File: src/design/swa_pkg.sv
// ----------------------------------------------------------------------------
// swa_pkg
// Shared types and constants for the sliding window average block.
// ----------------------------------------------------------------------------
package swa_pkg;

  // sample and average width, Q11.4
  localparam int unsigned DATA_W = 16;

  // status of the serial divider as seen by the controller
  typedef struct packed {
    logic busy;
    logic done;
  } swa_div_status_t;

endpackage

File: src/design/swa_cell.sv
// ----------------------------------------------------------------------------
// swa_cell
// One stage of the sample shift line: holds one sample and hands it to the
// next stage each time a new item enters.
// ----------------------------------------------------------------------------
module swa_cell import swa_pkg::*; (
  input  logic                     clk_i,
  input  logic                     rst_ni,
  input  logic                     shift_i,
  input  logic signed [DATA_W-1:0] sample_i,
  output logic signed [DATA_W-1:0] sample_o
);

  logic signed [DATA_W-1:0] sample_q;

  always_ff @(posedge clk_i or negedge rst_ni) begin
    if (!rst_ni) begin
      sample_q <= '0;
    end else if (shift_i) begin
      sample_q <= sample_i;
    end
  end

  assign sample_o = sample_q;

endmodule

File: src/design/swa_div.sv
// ----------------------------------------------------------------------------
// swa_div
// Serial signed divider: restoring division of the magnitude, one quotient
// bit per cycle, sign applied at the output. Truncates toward zero.
// ----------------------------------------------------------------------------
module swa_div import swa_pkg::*; #(
  parameter int unsigned DVD_W = 21,
  parameter int unsigned DVS_W = 4
) (
  input  logic                    clk_i,
  input  logic                    rst_ni,
  input  logic                    start_i,
  input  logic signed [DVD_W-1:0] dividend_i,
  input  logic        [DVS_W-1:0] divisor_i,
  output logic signed [DVD_W-1:0] quotient_o,
  output swa_div_status_t         status_o
);

  localparam int unsigned CNT_W = $clog2(DVD_W + 1);

  logic             busy_q, busy_d;
  logic             done_q, done_d;
  logic             neg_q;
  logic [CNT_W-1:0] cnt_q;
  logic [DVS_W-1:0] rem_q;
  logic [DVS_W-1:0] dvs_q;
  logic [DVD_W-1:0] quo_q;
  logic [DVS_W:0]   rem_sh;
  logic [DVS_W:0]   rem_sub;
  logic             fits;

  // bring down the next dividend bit and try the subtract
  assign rem_sh  = {rem_q, quo_q[DVD_W-1]};
  assign fits    = rem_sh >= {1'b0, dvs_q};
  assign rem_sub = rem_sh - {1'b0, dvs_q};

  always_comb begin
    busy_d = busy_q;
    done_d = 1'b0;
    if (start_i) begin
      busy_d = 1'b1;
    end else if (busy_q && (cnt_q == CNT_W'(DVD_W - 1))) begin
      busy_d = 1'b0;
      done_d = 1'b1;
    end
  end

  always_ff @(posedge clk_i or negedge rst_ni) begin
    if (!rst_ni) begin
      busy_q <= 1'b0;
      done_q <= 1'b0;
    end else begin
      busy_q <= busy_d;
      done_q <= done_d;
    end
  end

  always_ff @(posedge clk_i) begin
    if (start_i) begin
      neg_q <= dividend_i[DVD_W-1];
      quo_q <= dividend_i[DVD_W-1] ? DVD_W'(-dividend_i) : DVD_W'(dividend_i);
      rem_q <= '0;
      dvs_q <= divisor_i;
      cnt_q <= '0;
    end else if (busy_q) begin
      rem_q <= fits ? rem_sub[DVS_W-1:0] : rem_sh[DVS_W-1:0];
      quo_q <= {quo_q[DVD_W-2:0], fits};
      cnt_q <= cnt_q + CNT_W'(1);
    end
  end

  assign quotient_o    = neg_q ? -signed'(quo_q) : signed'(quo_q);
  assign status_o.busy = busy_q;
  assign status_o.done = done_q;

endmodule

File: src/design/sliding_window_average_top.sv
// ----------------------------------------------------------------------------
// sliding_window_average_top
// Moving average over the last WINDOW gyro rate samples.
// ----------------------------------------------------------------------------
// Usage:
//   s_axis carries one Q11.4 signed sample per item; m_axis returns one Q11.4
//   signed average per item, the mean of the samples held so far (at most
//   WINDOW of them), truncated toward zero.
//   Samples move down a row of WINDOW cells; the cell at the end drops out of
//   the running sum as the new sample enters. The divide by the fill count
//   runs in a bit-serial divider, one quotient bit per cycle over the
//   SUM_W = 17 + clog2(WINDOW) bits of the sum.
//   The serial divider keeps one item in flight at a time; the next sample is
//   not accepted until the current average moves into the output register.
//   The average sits in an output register, so the next sample is taken while
//   it waits. If the receiver stalls longer, the next average waits in the
//   divider and s_axis_tready stays low until it moves out.
//   Reset clears the cells, the sum and the fill count at once.
// ----------------------------------------------------------------------------
module sliding_window_average_top import swa_pkg::*; #(
  parameter int unsigned WINDOW = 10
) (
  input  logic        clk_i,
  input  logic        rst_ni,
  input  logic        s_axis_tvalid,
  output logic        s_axis_tready,
  input  logic [15:0] s_axis_tdata,   // [15:0] sample
  output logic        m_axis_tvalid,
  input  logic        m_axis_tready,
  output logic [15:0] m_axis_tdata    // [15:0] average
);

  localparam int unsigned SUM_W = 17 + $clog2(WINDOW);
  localparam int unsigned CNT_W = $clog2(WINDOW + 1);

  typedef enum logic [3:0] {
    S_IDLE = 4'b0001,
    S_LOAD = 4'b0010,
    S_DIV  = 4'b0100,
    S_HOLD = 4'b1000
  } state_e;

  state_e state_q, state_d;

  logic                    in_accept;
  logic signed [DATA_W-1:0] tap [WINDOW+1];
  logic signed [SUM_W-1:0]  sum_q, sum_d;
  logic [CNT_W-1:0]         cnt_q, cnt_d;
  logic signed [SUM_W-1:0]  quotient;
  swa_div_status_t          div_st;
  logic                     div_start;
  logic                     out_free;
  logic                     out_load;
  logic                     out_valid_q, out_valid_d;
  logic [DATA_W-1:0]        out_data_q;

  assign in_accept = s_axis_tvalid && s_axis_tready;
  assign tap[0]    = signed'(s_axis_tdata);

  for (genvar i = 0; i < WINDOW; i++) begin : g_cell
    swa_cell u_cell (
      .clk_i    (clk_i),
      .rst_ni   (rst_ni),
      .shift_i  (in_accept),
      .sample_i (tap[i]),
      .sample_o (tap[i+1])
    );
  end

  // the oldest sample leaves the sum as the new one enters
  assign sum_d = sum_q
               + {{(SUM_W - DATA_W){tap[0][DATA_W-1]}}, tap[0]}
               - {{(SUM_W - DATA_W){tap[WINDOW][DATA_W-1]}}, tap[WINDOW]};
  assign cnt_d = (cnt_q == CNT_W'(WINDOW)) ? cnt_q : cnt_q + CNT_W'(1);

  always_ff @(posedge clk_i or negedge rst_ni) begin
    if (!rst_ni) begin
      sum_q <= '0;
      cnt_q <= '0;
    end else if (in_accept) begin
      sum_q <= sum_d;
      cnt_q <= cnt_d;
    end
  end

  assign div_start = (state_q == S_LOAD);

  swa_div #(
    .DVD_W (SUM_W),
    .DVS_W (CNT_W)
  ) u_div (
    .clk_i      (clk_i),
    .rst_ni     (rst_ni),
    .start_i    (div_start),
    .dividend_i (sum_q),
    .divisor_i  (cnt_q),
    .quotient_o (quotient),
    .status_o   (div_st)
  );

  assign out_free = !out_valid_q || m_axis_tready;
  assign out_load = ((state_q == S_DIV && div_st.done) || state_q == S_HOLD) && out_free;

  always_comb begin
    state_d = state_q;
    unique case (state_q)
      S_IDLE: begin
        if (in_accept) state_d = S_LOAD;
      end
      S_LOAD: state_d = S_DIV;
      S_DIV: begin
        if (div_st.done) state_d = out_free ? S_IDLE : S_HOLD;
      end
      S_HOLD: begin
        if (out_free) state_d = S_IDLE;
      end
      default: state_d = S_IDLE;
    endcase
  end

  always_comb begin
    out_valid_d = out_valid_q;
    if (out_load) begin
      out_valid_d = 1'b1;
    end else if (m_axis_tready) begin
      out_valid_d = 1'b0;
    end
  end

  always_ff @(posedge clk_i or negedge rst_ni) begin
    if (!rst_ni) begin
      state_q     <= S_IDLE;
      out_valid_q <= 1'b0;
    end else begin
      state_q     <= state_d;
      out_valid_q <= out_valid_d;
    end
  end

  // the mean of 16-bit samples always fits 16 bits
  always_ff @(posedge clk_i) begin
    if (out_load) begin
      out_data_q <= quotient[DATA_W-1:0];
    end
  end

  assign s_axis_tready = (state_q == S_IDLE);
  assign m_axis_tvalid = out_valid_q;
  assign m_axis_tdata  = out_data_q;

`ifndef NO_ASSERTIONS
  a_ready_div_idle: assert property (@(posedge clk_i) disable iff (!rst_ni)
    s_axis_tready |-> !div_st.busy)
    else $error("input ready while divider busy");

  a_cnt_range: assert property (@(posedge clk_i) disable iff (!rst_ni)
    cnt_q <= CNT_W'(WINDOW))
    else $error("fill count beyond window");

  a_accept_starts: assert property (@(posedge clk_i) disable iff (!rst_ni)
    in_accept |=> div_start)
    else $error("accepted item did not start a divide");

  a_done_in_div: assert property (@(posedge clk_i) disable iff (!rst_ni)
    div_st.done |-> (state_q == S_DIV))
    else $error("divider finished outside divide state");

  a_load_sets_valid: assert property (@(posedge clk_i) disable iff (!rst_ni)
    out_load |=> m_axis_tvalid)
    else $error("result load lost");
`endif

endmodule
File: config.mk
export PLATFORM = sky130hd
export DESIGN_NAME = sliding_window_average_top
export DESIGN_NICKNAME = d
export VERILOG_FILES = /design/src/design/swa_pkg.sv /design/src/design/swa_cell.sv /design/src/design/swa_div.sv /design/src/design/sliding_window_average_top.sv
export SDC_FILE = /design/constraint.sdc
export NUM_CORES = 1
export LEC_CHECK = 0
export ABC_CLOCK_PERIOD_IN_PS = 5700
export BUFFER_PORTS_ARGS = -buffer_cell sky130_fd_sc_hd__buf_2
export CAP_MARGIN = 15
export CELL_PAD_IN_SITES_DETAIL_PLACEMENT = 0
export CELL_PAD_IN_SITES_GLOBAL_PLACEMENT = 1
export CORE_MARGIN = 8
export CORE_UTILIZATION = 56
export CTS_BUF_LIST = sky130_fd_sc_hd__clkbuf_16
export DETAILED_ROUTE_END_ITERATION = 7
export PLACE_DENSITY_LB_ADDON = 0.05
export SLEW_MARGIN = 25
export SYNTH_ARGS = -nofsm -noshare
export SYNTH_HDL_FRONTEND = slang
export SYNTH_HIERARCHICAL = 1
export SYNTH_SLANG_ARGS = --single-unit
File: constraint.sdc
create_clock -name clk_i -period 5.7 [get_ports clk_i]
set_input_delay 0.285 -clock clk_i [delete_from_list [all_inputs] [get_ports clk_i]]
set_output_delay 0.285 -clock clk_i [all_outputs]
set_load 0.1 [all_outputs]
* Word level (Yosys, flattened, before mapping)
Index checks and enable logic that the tools add are counted.
Cells by class: add/subtract/negate cells 7, $mul 0, divide/modulo/power cells 0, magnitude comparators 1, eq/ne operators 9, shift operators 0, muxes and demuxes 16, bitwise operators 1, reduce and logical (&&, ||, !) cells 12
Operator list (count):
- 2-to-1 mux 21 bit | 3
- adder 21 bit | 1
- negator 21 bit | 1
- subtractor 21 bit | 1
- 2-to-1 mux 4 bit | 5
- 2-to-1 mux 16 bit | 1
- negator 16 bit | 1
- one-hot mux 4 bit (4 select lines) | 1
- equality test 4 bit, second input constant | 2
- 2-to-1 mux 1 bit | 6
- nonzero test 2 bit | 3
- adder 5 x 1 -> 5 bit, second input constant | 1
- equality test 5 bit, second input constant | 1
- >= comparator 5 x 4 -> 1 bit | 1
- adder 4 x 1 -> 4 bit, second input constant | 1
- equality test 4 x 1 -> 1 bit, second input constant | 1
- equality test 4 x 2 -> 1 bit, second input constant | 1
- equality test 4 x 3 -> 1 bit, second input constant | 1
- logical AND 1 bit | 4
- != test 2 x 1 -> 1 bit, second input constant | 2
- subtractor 4 bit | 1
- AND reduction 3 bit | 1
- logical OR 1 bit | 2
- != test 2 bit, second input constant | 1
- 3 further kinds | 3
Word-level totals: register bits 243, latch bits 0, RAM bits 0, bits in read-only memories 0, output and inout bits 18, memories 0

* Depth between registers and ports, before layout
depth after elaboration 5, gate-level depth with buffers 12, mapped depth without buffers 12

* Hierarchy
Netlist, hierarchy kept.
By module, submodules not included:
- swa_cell | times used 10, cells each 34, area each 649.4 µm²
- sliding_window_average_top | times used 1, cells each 387, area each 3549.7 µm²
- swa_div | times used 1, cells each 297, area each 2672.6 µm²

* Worst setup path after synthesis
No wires, ideal clock.
path kind register to register, start register state_q[0], end register g_cell[0].u_cell.sample_q[10], library setup time 0.125 ns, data arrival time 3.079 ns, slack 2.495 ns, cell stages (with the launch flop) 9, path buffers 4, period minus slack after synthesis 3.205 ns, path through dfstp_2 -> clkbuf_2 -> nor4b_4 -> nand2_2 -> inv_1 -> buf_2 -> buf_6 -> buf_12 -> mux2_4
On the way: word-level cells in the longest chain between the ends 2
RTL lines:
- start, declared | line sliding_window_average_top.sv:43 | state_e state_q, state_d;
- start signal, assigned | line sliding_window_average_top.sv:135 | state_q <= state_d;
- equality test 4 x 1 -> 1 bit | line sliding_window_average_top.sv:147 | assign s_axis_tready = (state_q == S_IDLE);
- named net s_axis_tready | line sliding_window_average_top.sv:26 | output logic s_axis_tready,
- logical AND 1 bit | line sliding_window_average_top.sv:57 | assign in_accept = s_axis_tvalid && s_axis_tready;
- named net in_accept | line sliding_window_average_top.sv:45 | logic in_accept;
- end signal, assigned | line swa_cell.sv:20 | sample_q <= sample_i;
- end, declared | line swa_cell.sv:14 | logic signed [DATA_W-1:0] sample_q;
The timed path passes the listed nets, and every way through them passes these cells. A chain may end at the register's enable or synchronous reset.

* Worst setup path in the final report
start register state_q[0], end register g_cell[3].u_cell.sample_q[3]
On the way: word-level cells in the longest chain between the ends 2
RTL lines (line):
- equality test 4 x 1 -> 1 bit | sliding_window_average_top.sv:147
- logical AND 1 bit | sliding_window_average_top.sv:57
- end signal, assigned | swa_cell.sv:20
- end, declared | swa_cell.sv:14
Every way passes these cells.

==> flow_summary_export.csv <==
group,metric,value,unit
cts,clockBufferDepth,3,
floorplan,floorplan.core_area,22400,sq um
cts,cts_sinks,243,
cts,later_pin_clock_latency_in_the_skew_report,0.53,ns
critical_path,cp.arrival,3.63,ns
cells_and_area,mostFrequentLayoutCell,"dfrtp_1",
pwr,power.static_leakage,6.17,nW
drt,wl_met2,9610,um
drt,maxUsedRoutingLayer,"met4",
timing,tightestPinTransition,0.962,ns
cts,cts_tree,"yes",
drt,wl_met1,11000,um
cells_and_area,final_instance_area,13700,sq um
synthesis,synth_area_per_cell,12.5,sq um
pwr,total_power,9.32,mW
drt,drt_drc_violations_left,0,
placement,placed_standard_cell_area,12700,sq um
drt,route.detailed.vias_per_inst,5.38,
critical_path,path_cells,"nor4b_4, nand2_2, inv_8, buf_12, mux2_2",
synthesis,synth_cells,1007,
global_routing,largest_net_degree_at_the_start_of_global_routing,119,
timing,final_max_slew_viol_count,0,
timing,rsz_0062_raised_after_global_routing,"no",
floorplan,dieWidth,166,um
pwr,power_frac_seq,0.354,
floorplan,start_util,0.564,
pwr,ir_worst_vdd,0.418,mV
drt,final_routed_wire_length_divided_by_cell_count,16.3,um
timing,fmaxAchievable,311,MHz
pwr,power_per_cell_area,681,nW/um^2
synthesis,syn-cell-area,12600,sq um
global_routing,track_usage,0.161,
synthesis,yosysWarningCount,6,
drt,ant_nets,0,
min_path,min_path_type,"in2reg",
drt,drt-pass1-iter-count,4,
critical_path,worst_path_largest_cell_delay,0.78,ns
run,cap_violations,0,
cts,clkTransAtPathRegs,0.06,ns
pwr,net-switching-power,3.47,mW
timing,worst_setup_skew_after_layout,0.0113,ns
drt,dr_total_vias,7181,
floorplan,die-area,27600,sq um
critical_path,required_time_reported_for_the_critical_path_endpoint,6.11,ns
critical_path,critical_path.slowest_cell,"inv_8",
critical_path,critical-path-top-delay-family,"buffers and inverters",
critical_path,worstPathBufferInverterCount,2,
cells_and_area,antenna-diode-count,0,
placement,gpl.final_weighted_congestion,0.804,
cts,number_of_buffers_created_by_cts,26,
pwr,clockPowerShare,0.185,
pwr,comb_pwr_share,0.461,
global_routing,first_pass_grt_wire_length,37600,um
timing,timing.final.crit_period,3.21,ns
cells_and_area,final_core_utilization,0.612,
floorplan,placementRows,55,
global_routing,globalRoute.totalOverflow,0,
global_routing,antenna_violations_before_repair,0,
cells_and_area,final_layout_size_suffix_gt1_frac,0.254,
timing,timing.final.hold_violations,0,
synthesis,syn_nets,1080,
floorplan,pin_count,38,
placement,port_bufs,37,
timing,final_total_negative_setup_slack,0,ns
critical_path,timing.critical_path.to_type,"flip-flop",
cts,cts_htree_levels,1,
cts,cts.repair_timing.setup_buffer_count,0,
cts,clock_tree.root_cell,"clkbuf_16",
drt,total_length_of_routed_wires,21800,um
cells_and_area,area.growth.synth_to_final,8.56,%
cells_and_area,most_frequent_cells_in_the_layout,"191 x dfrtp_1, 101 x inv_1, 100 x mux2_4",
outcome,status,"complete, no violations",
critical_path,worstSetupPathType,"reg2reg",
timing,setup_violators_final,0,
floorplan,die-height,166,um
drt,route.met3.wl,854,um
placement,dp_hpwl,14700,um
timing,final.period_utilization,0.564,
critical_path,timing.critical_path.fanout_max,100,
global_routing,grt_pass1_vias,7274,
pwr,power.internal,5.85,mW
cells_and_area,multiInputGateArea,5500,sq um
pwr,switching_share,0.372,
cells_and_area,fin_nets,1103,
timing,max_slew_margin,0.358,
cells_and_area,filler_cell_count,1801,
cells_and_area,final-seq-area,6250,sq um
drt,detail_route.iter0.violations,377,
critical_path,critPathLaunchType,"flip-flop",
[layout make-up]
cell class,count,area share
timing repair buffer,48,0.0227
multi-input combinational,611,0.402
clock inverter,19,0.0135
sequential,243,0.457
tap,285,0.0261
clock buffer,28,0.0512
inverter,100,0.0280
[stage by stage]
step	hold slack (ns)	std cells	setup WS, ns
finish	0.0247	1334	2.49
global route	0.0126	1334	2.27
CTS	0.00238	1334	2.46
detailed placement	0.456	1280	2.48
global placement	0.446	1280	2.53
floorplan	-0.0106	1007	2.50
[worst paths after layout]
| kind | cells past startpoint | slack (ns) | end | from |
|---|---|---|---|---|
| max | 5 | 2.49 | g_cell[3].u_cell/sample_o[3] | state_q[0] |
| min | 2 | 0.02 | g_cell[0].u_cell/sample_o[0] | s_axis_tdata[0] |
| max reg2reg | 5 | 2.49 | g_cell[3].u_cell/sample_o[3] | state_q[0] |
| min reg2reg | 2 | 0.47 | u_div/rem_q[3] | u_div/rem_q[3] |
| max in group asynchronous | 3 | 4.10 | state_q[2] | rst_ni |
| min in group asynchronous | 2 | 0.43 | g_cell[4].u_cell/sample_o[13] | rst_ni |
[metal layers]
layer,global-route usage,vias to the layer above
met5,0,-
met2,0.248,99
met3,0.0280,25
met1,0.233,3504
li1,-,3553
met4,0.0364,0
[power groups by stage]
stage                     Sequential [mW]  Clock [mW]  Combinational [mW]
after floorplan                      3.07           0                3.83
after global placement               3.31           0                4.25
after detailed placement             3.33           0                4.30
after CTS                            3.31        1.78                4.32
after global routing                 3.42        1.85                4.80
final                                3.30        1.73                4.29
[sequential cells by signal, summed over array words and instances, names as in the netlist]
name / cells
cnt_q: 4
g_cell.u_cell/sample_o: 160
m_axis_tdata: 16
m_axis_tvalid: 1
state_q: 4
sum_q: 21
u_div/busy_q: 1
u_div/cnt_q: 5
u_div/done_q: 1
u_div/dvs_q: 4
u_div/neg_q: 1
u_div/quo_q: 21
u_div/rem_q: 4
[worst register-to-register path: cells and delay by family (launching register included)]
kind / cells / cell delay, ns
and+or+nand+nor: 2 / 0.75
DFF: 1 / 0.59
muxes: 1 / 0.45
buffers and inverters: 2 / 1.31
[what timing repair did]
item                      CTS  global route
hold buffers                7             0
hold endpoints to repair  123             0
gates resized for setup     0             0
Power figures use the tool's default switching activity.
